--- src/hdl/nhs_pkg.sv ---
package nhs_pkg;

  // Default coordinate width of the point stream
  localparam int CoordBitsDefault = 16;

  // Configuration port geometry
  localparam int CfgIdxW  = 2;
  localparam int CfgDataW = 16;

  // Result field widths
  localparam int DistW = 32;
  localparam int LinW  = 10;
  localparam int AngW  = 11;

  // Squared threshold width (15 bit distance squared)
  localparam int ThrSqW = 30;

  typedef enum logic [1:0] {
    CLS_SAFE = 2'd0,
    CLS_OBST = 2'd1,
    CLS_PIT  = 2'd2,
    CLS_CRIT = 2'd3
  } hz_class_e;

  typedef enum logic [1:0] {
    SIDE_FRONT = 2'd0,
    SIDE_LEFT  = 2'd1,
    SIDE_RIGHT = 2'd2
  } hz_side_e;

  typedef enum logic [CfgIdxW-1:0] {
    CFG_OBST_HEIGHT = 2'd0,
    CFG_PIT_DEPTH   = 2'd1,
    CFG_SAFE_DIST   = 2'd2,
    CFG_CRIT_DIST   = 2'd3
  } cfg_idx_e;

  // Per-point classification travelling with the squared coordinates
  typedef struct packed {
    hz_class_e cls;
    hz_side_e  side;
    logic      y_pos;
    logic      last;
  } pt_info_t;

  // Nearest hazard record
  typedef struct packed {
    logic [DistW-1:0] dist_sq;
    hz_class_e        cls;
    hz_side_e         side;
    logic             y_pos;
  } best_t;

  localparam best_t BestNone = '{
    dist_sq: '1,
    cls:     CLS_SAFE,
    side:    SIDE_FRONT,
    y_pos:   1'b0
  };

  // Configuration reset values
  localparam logic signed [15:0] ObstHeightRst = 16'sd650;
  localparam logic signed [15:0] PitDepthRst   = -16'sd150;
  localparam logic [14:0]        SafeDistRst   = 15'd2000;
  localparam logic [14:0]        CritDistRst   = 15'd500;
  localparam logic [ThrSqW-1:0]  SafeSqRst     = 30'd4000000;
  localparam logic [ThrSqW-1:0]  CritSqRst     = 30'd250000;

  // Steering commands
  localparam logic signed [LinW-1:0] LinCruise = 10'sd500;
  localparam logic signed [LinW-1:0] LinTurn   = 10'sd200;
  localparam logic signed [LinW-1:0] LinSlow   = 10'sd100;
  localparam logic signed [LinW-1:0] LinStop   = 10'sd0;
  localparam logic signed [AngW-1:0] AngHard   = 11'sd700;
  localparam logic signed [AngW-1:0] AngTurn   = 11'sd500;
  localparam logic signed [AngW-1:0] AngZero   = 11'sd0;

endpackage

--- src/hdl/nhs_point_if.sv ---
interface nhs_point_if
  import nhs_pkg::*;
#(
  parameter int COORD_BITS = CoordBitsDefault
) ();
  logic                         valid;
  logic                         ready;
  logic signed [COORD_BITS-1:0] pos_x;
  logic signed [COORD_BITS-1:0] pos_y;
  logic signed [COORD_BITS-1:0] pos_z;
  logic                         last_point;

  modport source (output valid, pos_x, pos_y, pos_z, last_point, input ready);
  modport sink   (input valid, pos_x, pos_y, pos_z, last_point, output ready);
endinterface

--- src/hdl/nhs_result_if.sv ---
interface nhs_result_if
  import nhs_pkg::*;
();
  logic                   valid;
  logic                   ready;
  logic [1:0]             hazard_class;
  logic [1:0]             hazard_side;
  logic [DistW-1:0]       nearest_dist_sq;
  logic signed [LinW-1:0] linear_speed;
  logic signed [AngW-1:0] angular_rate;

  modport source (output valid, hazard_class, hazard_side, nearest_dist_sq, linear_speed,
                  angular_rate, input ready);
  modport sink   (input valid, hazard_class, hazard_side, nearest_dist_sq, linear_speed,
                  angular_rate, output ready);
endinterface

--- src/hdl/nhs_front.sv ---
module nhs_front
  import nhs_pkg::*;
#(
  parameter int COORD_BITS = CoordBitsDefault
) (
  input  logic                         clk_i,
  input  logic                         rst_ni,
  input  logic                         in_valid_i,
  output logic                         in_ready_o,
  input  logic signed [COORD_BITS-1:0] pos_x_i,
  input  logic signed [COORD_BITS-1:0] pos_y_i,
  input  logic signed [COORD_BITS-1:0] pos_z_i,
  input  logic                         last_i,
  input  logic signed [15:0]           obst_height_i,
  input  logic signed [15:0]           pit_depth_i,
  output logic                         out_valid_o,
  input  logic                         out_ready_i,
  output logic [2*COORD_BITS-2:0]      sq_x_o,
  output logic [2*COORD_BITS-2:0]      sq_y_o,
  output logic [2*COORD_BITS-2:0]      sq_z_o,
  output pt_info_t                     info_o
);
  localparam int C   = COORD_BITS;
  localparam int SqW = 2 * C - 1;

  logic                s0_v_q, s0_v_d;
  logic signed [C-1:0] x_q, y_q, z_q;
  logic                last_q;
  logic                s1_v_q, s1_v_d;
  logic [SqW-1:0]      sqx_q, sqy_q, sqz_q;
  pt_info_t            info_q, info_d;

  logic                s1_free, s0_move, in_take;
  logic [C-1:0]        ax, ay, az;
  logic [2*C-1:0]      px, py, pz;
  logic signed [31:0]  z_ext, obst_ext, pit_ext;
  logic signed [C:0]   xe, ye, nxe;

  // Handshake between the input register and the square register
  assign s1_free    = !s1_v_q || out_ready_i;
  assign s0_move    = s0_v_q && s1_free;
  assign in_ready_o = !s0_v_q || s1_free;
  assign in_take    = in_valid_i && in_ready_o;
  assign s0_v_d     = in_take || (s0_v_q && !s1_free);
  assign s1_v_d     = s0_move || (s1_v_q && !out_ready_i);

  // Magnitudes and squares
  always_comb begin
    ax = x_q[C-1] ? (~x_q + 1'b1) : x_q;
    ay = y_q[C-1] ? (~y_q + 1'b1) : y_q;
    az = z_q[C-1] ? (~z_q + 1'b1) : z_q;
    px = (2*C)'(ax) * (2*C)'(ax);
    py = (2*C)'(ay) * (2*C)'(ay);
    pz = (2*C)'(az) * (2*C)'(az);
  end

  // Height class, sector and side flag
  always_comb begin
    z_ext    = {{(32-C){z_q[C-1]}}, z_q};
    obst_ext = {{16{obst_height_i[15]}}, obst_height_i};
    pit_ext  = {{16{pit_depth_i[15]}}, pit_depth_i};
    xe       = {x_q[C-1], x_q};
    ye       = {y_q[C-1], y_q};
    nxe      = -xe;

    info_d.last  = last_q;
    info_d.y_pos = (ye > 0);

    if (z_ext > obst_ext) begin
      info_d.cls = CLS_OBST;
    end else if (z_ext < pit_ext) begin
      info_d.cls = CLS_PIT;
    end else begin
      info_d.cls = CLS_SAFE;
    end

    if (xe > 0 && ye >= nxe && ye < xe) begin
      info_d.side = SIDE_FRONT;
    end else if (ye > 0 && ye >= xe && ye > nxe) begin
      info_d.side = SIDE_LEFT;
    end else if (ye < 0 && ye <= xe && ye < nxe) begin
      info_d.side = SIDE_RIGHT;
    end else begin
      info_d.side = SIDE_FRONT;
    end
  end

  // Valid flags
  always_ff @(posedge clk_i or negedge rst_ni) begin
    if (!rst_ni) begin
      s0_v_q <= 1'b0;
      s1_v_q <= 1'b0;
    end else begin
      s0_v_q <= s0_v_d;
      s1_v_q <= s1_v_d;
    end
  end

  // Payload registers
  always_ff @(posedge clk_i) begin
    if (in_take) begin
      x_q    <= pos_x_i;
      y_q    <= pos_y_i;
      z_q    <= pos_z_i;
      last_q <= last_i;
    end
    if (s0_move) begin
      sqx_q  <= px[SqW-1:0];
      sqy_q  <= py[SqW-1:0];
      sqz_q  <= pz[SqW-1:0];
      info_q <= info_d;
    end
  end

  assign out_valid_o = s1_v_q;
  assign sq_x_o      = sqx_q;
  assign sq_y_o      = sqy_q;
  assign sq_z_o      = sqz_q;
  assign info_o      = info_q;

endmodule

--- src/hdl/nhs_track.sv ---
module nhs_track
  import nhs_pkg::*;
#(
  parameter int COORD_BITS = CoordBitsDefault
) (
  input  logic                    clk_i,
  input  logic                    rst_ni,
  input  logic                    in_valid_i,
  output logic                    in_ready_o,
  input  logic [2*COORD_BITS-2:0] sq_x_i,
  input  logic [2*COORD_BITS-2:0] sq_y_i,
  input  logic [2*COORD_BITS-2:0] sq_z_i,
  input  pt_info_t                info_i,
  input  logic [ThrSqW-1:0]       safe_sq_i,
  output logic                    out_valid_o,
  input  logic                    out_ready_i,
  output best_t                   best_o
);
  localparam int SumW = 2 * COORD_BITS;
  localparam int CmpW = (SumW > DistW) ? SumW : DistW;

  best_t           best_q, best_d;
  best_t           fin_q;
  best_t           merged, cand;
  logic            fin_v_q, fin_v_d;
  logic            fin_free, consume, hazard;
  logic [SumW-1:0] d2;
  logic [CmpW-1:0] d2_ext, safe_ext, best_ext;

  // A closing point needs the snapshot register free; others always pass
  assign fin_free   = !fin_v_q || out_ready_i;
  assign in_ready_o = !info_i.last || fin_free;
  assign consume    = in_valid_i && in_ready_o;
  assign fin_v_d    = (consume && info_i.last) || (fin_v_q && !out_ready_i);

  // Distance, hazard test and running minimum
  always_comb begin
    d2       = SumW'(sq_x_i) + SumW'(sq_y_i) + SumW'(sq_z_i);
    d2_ext   = CmpW'(d2);
    safe_ext = CmpW'(safe_sq_i);
    best_ext = CmpW'(best_q.dist_sq);
    hazard   = (info_i.cls != CLS_SAFE) && (d2_ext < safe_ext) && (d2_ext < best_ext);

    cand.dist_sq = d2_ext[DistW-1:0];
    cand.cls     = info_i.cls;
    cand.side    = info_i.side;
    cand.y_pos   = info_i.y_pos;
    merged       = hazard ? cand : best_q;

    best_d = best_q;
    if (consume) begin
      best_d = info_i.last ? BestNone : merged;
    end
  end

  always_ff @(posedge clk_i or negedge rst_ni) begin
    if (!rst_ni) begin
      best_q  <= BestNone;
      fin_v_q <= 1'b0;
    end else begin
      best_q  <= best_d;
      fin_v_q <= fin_v_d;
    end
  end

  // Snapshot of the nearest hazard at the end of a cloud
  always_ff @(posedge clk_i) begin
    if (consume && info_i.last) begin
      fin_q <= merged;
    end
  end

  assign out_valid_o = fin_v_q;
  assign best_o      = fin_q;

endmodule

--- src/hdl/nhs_cmd.sv ---
module nhs_cmd
  import nhs_pkg::*;
(
  input  logic                   clk_i,
  input  logic                   rst_ni,
  input  logic                   in_valid_i,
  output logic                   in_ready_o,
  input  best_t                  best_i,
  input  logic [ThrSqW-1:0]      crit_sq_i,
  output logic                   out_valid_o,
  input  logic                   out_ready_i,
  output logic [1:0]             hazard_class_o,
  output logic [1:0]             hazard_side_o,
  output logic [DistW-1:0]       nearest_dist_sq_o,
  output logic signed [LinW-1:0] linear_speed_o,
  output logic signed [AngW-1:0] angular_rate_o
);
  logic                   o_v_q, o_v_d, load;
  hz_class_e              cls, cls_q;
  hz_side_e               side_q;
  logic [DistW-1:0]       dist_q;
  logic signed [LinW-1:0] lin, lin_q;
  logic signed [AngW-1:0] ang, ang_q;

  assign in_ready_o = !o_v_q || out_ready_i;
  assign load       = in_valid_i && in_ready_o;
  assign o_v_d      = load || (o_v_q && !out_ready_i);

  // Promote to critical and pick the steering command
  always_comb begin
    cls = best_i.cls;
    if (best_i.cls != CLS_SAFE && best_i.dist_sq < DistW'(crit_sq_i)) begin
      cls = CLS_CRIT;
    end

    lin = LinStop;
    ang = AngZero;
    unique case (cls)
      CLS_SAFE: begin
        lin = LinCruise;
        ang = AngZero;
      end
      CLS_OBST: begin
        case (best_i.side)
          SIDE_LEFT: begin
            lin = LinTurn;
            ang = AngTurn;
          end
          SIDE_RIGHT: begin
            lin = LinTurn;
            ang = -AngTurn;
          end
          default: begin
            lin = LinSlow;
            ang = best_i.y_pos ? -AngHard : AngHard;
          end
        endcase
      end
      CLS_PIT: begin
        lin = LinSlow;
        case (best_i.side)
          SIDE_LEFT:  ang = AngTurn;
          SIDE_RIGHT: ang = -AngTurn;
          default:    ang = best_i.y_pos ? AngTurn : -AngTurn;
        endcase
      end
      CLS_CRIT: begin
        lin = LinStop;
        ang = AngZero;
      end
      default: begin
        lin = LinStop;
        ang = AngZero;
      end
    endcase
  end

  always_ff @(posedge clk_i or negedge rst_ni) begin
    if (!rst_ni) begin
      o_v_q <= 1'b0;
    end else begin
      o_v_q <= o_v_d;
    end
  end

  // Hold the result until the receiver takes the beat
  always_ff @(posedge clk_i) begin
    if (load) begin
      cls_q  <= cls;
      side_q <= best_i.side;
      dist_q <= best_i.dist_sq;
      lin_q  <= lin;
      ang_q  <= ang;
    end
  end

  assign out_valid_o       = o_v_q;
  assign hazard_class_o    = cls_q;
  assign hazard_side_o     = side_q;
  assign nearest_dist_sq_o = dist_q;
  assign linear_speed_o    = lin_q;
  assign angular_rate_o    = ang_q;

endmodule

--- src/hdl/nearest_hazard_steering_unit.sv ---
// Nearest hazard steering unit.
// point_i takes one point beat per cycle while point_i.ready is high (pos_x, pos_y, pos_z, last_point);
// a cloud is the run of points up to and including the one flagged last.
// Each point that lies above the obstacle height or below the pit depth and
// is strictly inside the safe distance competes for nearest hazard.
// result_o carries one beat per cloud: class, sector, squared distance and
// the speed and turn command; non-last points produce no beat.
// cfg_we_i writes register cfg_idx_i (0 obstacle height, 1 pit depth,
// 2 safe distance, 3 critical distance) from cfg_data_i; write only while
// no cloud is in flight.
// The last point passes the input register, square stage, nearest-hazard
// snapshot and command stage before its result beat is valid. Throughput:
// one point per cycle unless a last point waits for room, set by the
// accumulator update.
// Reset clears the nearest-hazard record and all valid flags and restores the
// register defaults. While result_o is stalled, non-last points keep flowing;
// a last point waits for room while the snapshot and command registers are full.
module nearest_hazard_steering_unit
  import nhs_pkg::*;
#(
  parameter int COORD_BITS = CoordBitsDefault
) (
  input  logic                clk_i,
  input  logic                rst_ni,
  input  logic                cfg_we_i,
  input  logic [CfgIdxW-1:0]  cfg_idx_i,
  input  logic [CfgDataW-1:0] cfg_data_i,
  nhs_point_if.sink           point_i,
  nhs_result_if.source        result_o
);
  localparam int SqW = 2 * COORD_BITS - 1;

  logic signed [15:0] obst_q, pit_q;
  logic [14:0]        safe_q, crit_q;
  logic [ThrSqW-1:0]  safe_sq_q, crit_sq_q;

  logic               f_valid, f_ready;
  logic [SqW-1:0]     sq_x, sq_y, sq_z;
  pt_info_t           info;
  logic               t_valid, t_ready;
  best_t              best;

  // Configuration registers
  always_ff @(posedge clk_i or negedge rst_ni) begin
    if (!rst_ni) begin
      obst_q <= ObstHeightRst;
      pit_q  <= PitDepthRst;
      safe_q <= SafeDistRst;
      crit_q <= CritDistRst;
    end else if (cfg_we_i) begin
      unique case (cfg_idx_e'(cfg_idx_i))
        CFG_OBST_HEIGHT: obst_q <= cfg_data_i;
        CFG_PIT_DEPTH:   pit_q  <= cfg_data_i;
        CFG_SAFE_DIST:   safe_q <= cfg_data_i[14:0];
        CFG_CRIT_DIST:   crit_q <= cfg_data_i[14:0];
        default: ;
      endcase
    end
  end

  // Squared thresholds, refreshed every cycle
  always_ff @(posedge clk_i or negedge rst_ni) begin
    if (!rst_ni) begin
      safe_sq_q <= SafeSqRst;
      crit_sq_q <= CritSqRst;
    end else begin
      safe_sq_q <= ThrSqW'(safe_q) * ThrSqW'(safe_q);
      crit_sq_q <= ThrSqW'(crit_q) * ThrSqW'(crit_q);
    end
  end

  nhs_front #(
    .COORD_BITS(COORD_BITS)
  ) u_front (
    .clk_i        (clk_i),
    .rst_ni       (rst_ni),
    .in_valid_i   (point_i.valid),
    .in_ready_o   (point_i.ready),
    .pos_x_i      (point_i.pos_x),
    .pos_y_i      (point_i.pos_y),
    .pos_z_i      (point_i.pos_z),
    .last_i       (point_i.last_point),
    .obst_height_i(obst_q),
    .pit_depth_i  (pit_q),
    .out_valid_o  (f_valid),
    .out_ready_i  (f_ready),
    .sq_x_o       (sq_x),
    .sq_y_o       (sq_y),
    .sq_z_o       (sq_z),
    .info_o       (info)
  );

  nhs_track #(
    .COORD_BITS(COORD_BITS)
  ) u_track (
    .clk_i      (clk_i),
    .rst_ni     (rst_ni),
    .in_valid_i (f_valid),
    .in_ready_o (f_ready),
    .sq_x_i     (sq_x),
    .sq_y_i     (sq_y),
    .sq_z_i     (sq_z),
    .info_i     (info),
    .safe_sq_i  (safe_sq_q),
    .out_valid_o(t_valid),
    .out_ready_i(t_ready),
    .best_o     (best)
  );

  nhs_cmd u_cmd (
    .clk_i            (clk_i),
    .rst_ni           (rst_ni),
    .in_valid_i       (t_valid),
    .in_ready_o       (t_ready),
    .best_i           (best),
    .crit_sq_i        (crit_sq_q),
    .out_valid_o      (result_o.valid),
    .out_ready_i      (result_o.ready),
    .hazard_class_o   (result_o.hazard_class),
    .hazard_side_o    (result_o.hazard_side),
    .nearest_dist_sq_o(result_o.nearest_dist_sq),
    .linear_speed_o   (result_o.linear_speed),
    .angular_rate_o   (result_o.angular_rate)
  );

endmodule
--- src/flat_wrapper.sv ---
// flat-port wrapper written by rule: the top's interface ports become plain ports
module nearest_hazard_steering_unit_flat import nhs_pkg::*;
#(
  parameter int COORD_BITS = CoordBitsDefault
)
  (clk_i, rst_ni, cfg_we_i, cfg_idx_i, cfg_data_i, point_i_valid, point_i_pos_x, point_i_pos_y, point_i_pos_z, point_i_last_point, point_i_ready, result_o_valid, result_o_hazard_class, result_o_hazard_side, result_o_nearest_dist_sq, result_o_linear_speed, result_o_angular_rate, result_o_ready);
  nhs_point_if #(.COORD_BITS(COORD_BITS)) point_i_i ();
  nhs_result_if result_o_i ();
  input  logic clk_i;
  input  logic rst_ni;
  input  logic cfg_we_i;
  input  logic [CfgIdxW-1:0] cfg_idx_i;
  input  logic [CfgDataW-1:0] cfg_data_i;
  input wire logic [$bits(point_i_i.valid)-1:0] point_i_valid;
  input wire logic [$bits(point_i_i.pos_x)-1:0] point_i_pos_x;
  input wire logic [$bits(point_i_i.pos_y)-1:0] point_i_pos_y;
  input wire logic [$bits(point_i_i.pos_z)-1:0] point_i_pos_z;
  input wire logic [$bits(point_i_i.last_point)-1:0] point_i_last_point;
  output wire logic [$bits(point_i_i.ready)-1:0] point_i_ready;
  output wire logic [$bits(result_o_i.valid)-1:0] result_o_valid;
  output wire logic [$bits(result_o_i.hazard_class)-1:0] result_o_hazard_class;
  output wire logic [$bits(result_o_i.hazard_side)-1:0] result_o_hazard_side;
  output wire logic [$bits(result_o_i.nearest_dist_sq)-1:0] result_o_nearest_dist_sq;
  output wire logic [$bits(result_o_i.linear_speed)-1:0] result_o_linear_speed;
  output wire logic [$bits(result_o_i.angular_rate)-1:0] result_o_angular_rate;
  input wire logic [$bits(result_o_i.ready)-1:0] result_o_ready;
  assign point_i_i.valid = point_i_valid;
  assign point_i_i.pos_x = point_i_pos_x;
  assign point_i_i.pos_y = point_i_pos_y;
  assign point_i_i.pos_z = point_i_pos_z;
  assign point_i_i.last_point = point_i_last_point;
  assign point_i_ready = point_i_i.ready;
  assign result_o_valid = result_o_i.valid;
  assign result_o_hazard_class = result_o_i.hazard_class;
  assign result_o_hazard_side = result_o_i.hazard_side;
  assign result_o_nearest_dist_sq = result_o_i.nearest_dist_sq;
  assign result_o_linear_speed = result_o_i.linear_speed;
  assign result_o_angular_rate = result_o_i.angular_rate;
  assign result_o_i.ready = result_o_ready;
  nearest_hazard_steering_unit #(.COORD_BITS(COORD_BITS)) u_core (.clk_i(clk_i), .rst_ni(rst_ni), .cfg_we_i(cfg_we_i), .cfg_idx_i(cfg_idx_i), .cfg_data_i(cfg_data_i), .point_i(point_i_i), .result_o(result_o_i));
endmodule
--- config.mk ---
export PLATFORM = sky130hd
export DESIGN_NAME = nearest_hazard_steering_unit_flat
export DESIGN_NICKNAME = d
export VERILOG_FILES = /design/src/hdl/nhs_pkg.sv /design/src/hdl/nhs_point_if.sv /design/src/hdl/nhs_result_if.sv /design/src/hdl/nhs_front.sv /design/src/hdl/nhs_track.sv /design/src/hdl/nhs_cmd.sv /design/src/hdl/nearest_hazard_steering_unit.sv /design/src/flat_wrapper.sv
export SDC_FILE = /design/constraint.sdc
export NUM_CORES = 2
export LEC_CHECK = 0
export BUFFER_PORTS_ARGS = -buffer_cell sky130_fd_sc_hd__buf_2
export CAP_MARGIN = 30
export CORE_MARGIN = 2
export CORE_UTILIZATION = 30
export CTS_CLUSTER_DIAMETER = 200
export DETAILED_ROUTE_END_ITERATION = 10
export PLACE_DENSITY_LB_ADDON = 0.2
export SLEW_MARGIN = 30
export SYNTH_ARGS = -nofsm -noshare
export SYNTH_HDL_FRONTEND = slang
export SYNTH_SLANG_ARGS = --single-unit
--- constraint.sdc ---
create_clock -name clk_i -period 7.6 [get_ports clk_i]
set_clock_uncertainty 0.1 [all_clocks]
set_input_delay 0 -clock clk_i [delete_from_list [all_inputs] [get_ports clk_i]]
set_output_delay 0 -clock clk_i [all_outputs]
set_load 0.01 [all_outputs]
==> results.py <==
metrics = {
    "setup_path": {
        "cp_max_fo": 4,
        "cp.required_ns": 7.97,
        "critPathCaptureType": "flop",
        "regToRegSetupSlack_ns": 0.005,
        "crit_path_start": "u_core.u_front.z_q[2]",
        "r2r-start": "u_core.u_front.z_q[2]",
        "cp.arrival_ns": 7.97,
        "critical_path_class": "flop to flop",
        "worstSetupStartpointType": "flop",
    },
    "clocking": {
        "cts_tree": "yes",
        "insertion_delay_ns": 0.66,
        "htreeDepth": 2,
        "clkTransAtPathRegs_ns": 0.07,
        "numCtsBuffers": 50,
        "cts-root-buf": "clkbuf_16",
        "cts.sinks": 389,
        "clock_path_buffers": 3,
    },
    "yosys": {
        "yosysTopAreaCell": "fa_1",
        "netlist_instances": 5258,
        "synth-edff-count": 228,
        "synthFlopType": "edfxtp_1",
        "synth_top_area_share": 0.302,
        "synth_area_um2": 52800,
        "async_flop_share": 0.414,
        "seq_area_frac_synth": 0.208,
        "yosysWarnings": 0,
        "synth.distinct_cells": 90,
        "synth_seq_cells": 389,
        "synth_area_per_cell_um2": 10.0,
        "synth_top_cells_by_area": "fa_1 30%, ha_1 15%, edfxtp_1 13%",
    },
    "floorplan": {
        "initial_core_util": 0.301,
        "coreArea_um2": 176000,
        "rows": 154,
        "die-width_um": 424,
        "die_y_um": 424,
        "design.portCount": 131,
        "die-area_um2": 179000,
    },
    "drt": {
        "ant_nets": 0,
        "post-route-drc-count": 0,
        "vias": 36900,
        "dr.first_iter.drc_count": 1492,
        "first_pass_iters": 5,
        "drt_wl_total_um": 141000,
        "wire_per_inst_um": 17.2,
        "via_per_inst": 4.47,
    },
    "sta": {
        "rsz0062_at_grt": "yes",
        "tightest_slew_ns": 0.995,
        "max_freq_mhz": 132,
        "finalCritPeriodShare": 0.999,
        "fin_ws_ns": 0.00516,
        "setup_viol": 0,
        "finalHoldViolCount": 0,
        "relSlewSlack": 0.332,
        "fin_crit_ns": 7.59,
        "maxSlewViolCount": 0,
    },
    "global_route": {
        "track_usage": 0.161,
        "grt_pass1_wl_um": 227000,
        "overflow": 0,
        "grt_pass1_vias": 40600,
        "grt_max_degree": 67,
        "antenna_found_initial": 4,
    },
    "finish": {
        "layout_common_cells": "1173 x inv_1, 788 x fa_1, 632 x ha_1, 411 x nand2_1, 329 x buf_4",
        "nNetsFinal": 7378,
        "area_growth_pct": 19.4,
        "final_common_cell": "inv_1",
        "final_cell_area_um2": 63100,
        "num_antenna_cells": 0,
        "drive_gt1_frac": 0.158,
    },
    "placed_design": {
        "placed_cell_area_um2": 58500,
        "gp_congestion": 0.840,
        "pre_cts_slack_ns": -0.209,
        "port_buffers": 125,
        "place_hpwl_um": 119000,
    },
    "run": {
        "max_cap_viol_count": 0,
    },
    "hold_path": {
        "min_path_type": "input pin to async pin",
    },
    "run_status": {
        "status": "complete, no violations",
    },
}
per-layer routing:
layer	vias to the layer above	track usage	wire length (um)
met5	-	0	0
met3	137	0.0164	3720
li1	17900	-	-
met2	427	0.292	72100
met1	18400	0.205	62100
met4	0	0.0363	3340
registers in the layout (all words and copies together), names as in the netlist, 6 cells and up:
| signal | cells |
|---|---|
| u_core.u_track.best_o | 37 |
| u_core.u_cmd.nearest_dist_sq_o | 32 |
| u_core.u_track.best_ext | 32 |
| u_core.u_front.sq_x_o | 30 |
| u_core.u_front.sq_y_o | 30 |
| u_core.u_front.sq_z_o | 30 |
| u_core.crit_sq_q | 29 |
| u_core.safe_sq_q | 29 |
| u_core.obst_q | 16 |
| u_core.pit_q | 16 |
| u_core.u_front.x_q | 16 |
| u_core.u_front.y_q | 16 |
| u_core.u_front.z_q | 16 |
| u_core.crit_q | 15 |
| u_core.safe_q | 15 |
| u_core.u_front.info_o | 6 |
worst paths after layout:
check                      cells past startpoint                          end
max                                           27    u_core.u_front.sq_z_o[29]
min                                            2             u_core.crit_q[4]
max reg2reg                                   27    u_core.u_front.sq_z_o[29]
min reg2reg                                    0     u_core.u_front.info_o[0]
max in group asynchronous                      4  u_core.u_track.best_ext[14]
min in group clk_i                             2        u_core.u_front.x_q[0]
Yosys cell counts (35+ instances only):
| library cell | n |
|---|---|
| clkbuf_1 | 88 |
| mux2_2 | 54 |
| a21oi_1 | 156 |
| ha_1 | 654 |
| nand3_1 | 48 |
| o21ai_0 | 110 |
| a21o_1 | 91 |
| nor3_1 | 48 |
| fa_1 | 796 |
| nand2_1 | 429 |
| xnor2_1 | 169 |
| dfrtp_1 | 87 |
| nand4_1 | 36 |
| dfstp_2 | 74 |
| xor2_1 | 63 |
| nor2_1 | 286 |
| edfxtp_1 | 228 |
| and2_1 | 142 |
| inv_1 | 1191 |
| nand2b_1 | 35 |
| nor2b_1 | 36 |
critical path, stage by stage, from the launching register on:
cell and delay (ns):
edfxtp_1 0.40, nor2_2 0.14, nand4b_1 0.14, nor2_1 0.12, nand2_1 0.08, or3_4 0.35, o31a_1 0.28, xnor2_2 0.26
clkinv_2 0.17, nand2_4 0.10, fa_1 0.42, fa_1 0.56, inv_2 0.04, fa_1 0.51, inv_1 0.05, fa_1 0.45
fa_1 0.49, fa_1 0.51, inv_2 0.05, ha_4 0.26, and4_4 0.22, nand4_1 0.12, nor4b_2 0.34, o21bai_1 0.15
a311oi_2 0.34, a31oi_2 0.16, or4b_4 0.53, nand3_2 0.08
logic make-up (layout without fill, tap and decap cells):
| group | count (synthesis) | count (layout) | share of synthesized area |
|---|---|---|---|
| buffers and inverters | 1319 | 1929 | 0.0958 |
| flip-flops | 389 | 389 | 0.208 |
| AND/OR/NAND/NOR | 1169 | 1170 | 0.104 |
| AO/OA/AOI/OAI | 618 | 618 | 0.0791 |
| multiplexers | 79 | 79 | 0.0181 |
| XOR/XNOR | 232 | 232 | 0.0385 |
| other | 2 | 31 | 0.000142 |
| adder cells (fa/ha/maj) | 1450 | 1450 | 0.456 |
per-stage QoR:
| stage | setup TNS, ns | std cells | hold slack [ns] | util |
|---|---|---|---|---|
| final | 0 | 8238 | 0.0630 | 0.359 |
| after global routing | -1.58 | 8238 | 0.0830 | 0.359 |
| after CTS | -0.0674 | 8204 | 0.0762 | 0.353 |
| after detailed placement | -0.733 | 7957 | 0.00584 | 0.334 |
| after global placement | -0.425 | 7956 | -0.00696 | 0.333 |
| after floorplan | -0.0353 | 5287 | -0.396 | - |
cell type report:
cell class | count | area, um^2
fillers | 17800 | 112000
multi-input cells | 3580 | 37900
flip-flops and latches | 389 | 11000
repair buffers | 628 | 4950
inverters | 1207 | 4540
well taps | 2340 | 2930
clock buffers | 70 | 1420
clock inverters | 24 | 339
timing repair:
item | 4_1_cts | 5_1_grt
setup buffers | 0 | 32
hold endpoints to repair | 200 | 3
gates cloned | 0 | 1
pin swaps | 4 | 98
endpoints found under the setup margin | 13 | 91
resized for setup | 23 | 193
hold buffers | 153 | 1
Power is left out: the tool's default activity adds up to more than one toggle a clock period on the data nets, which glitch-free logic cannot reach.
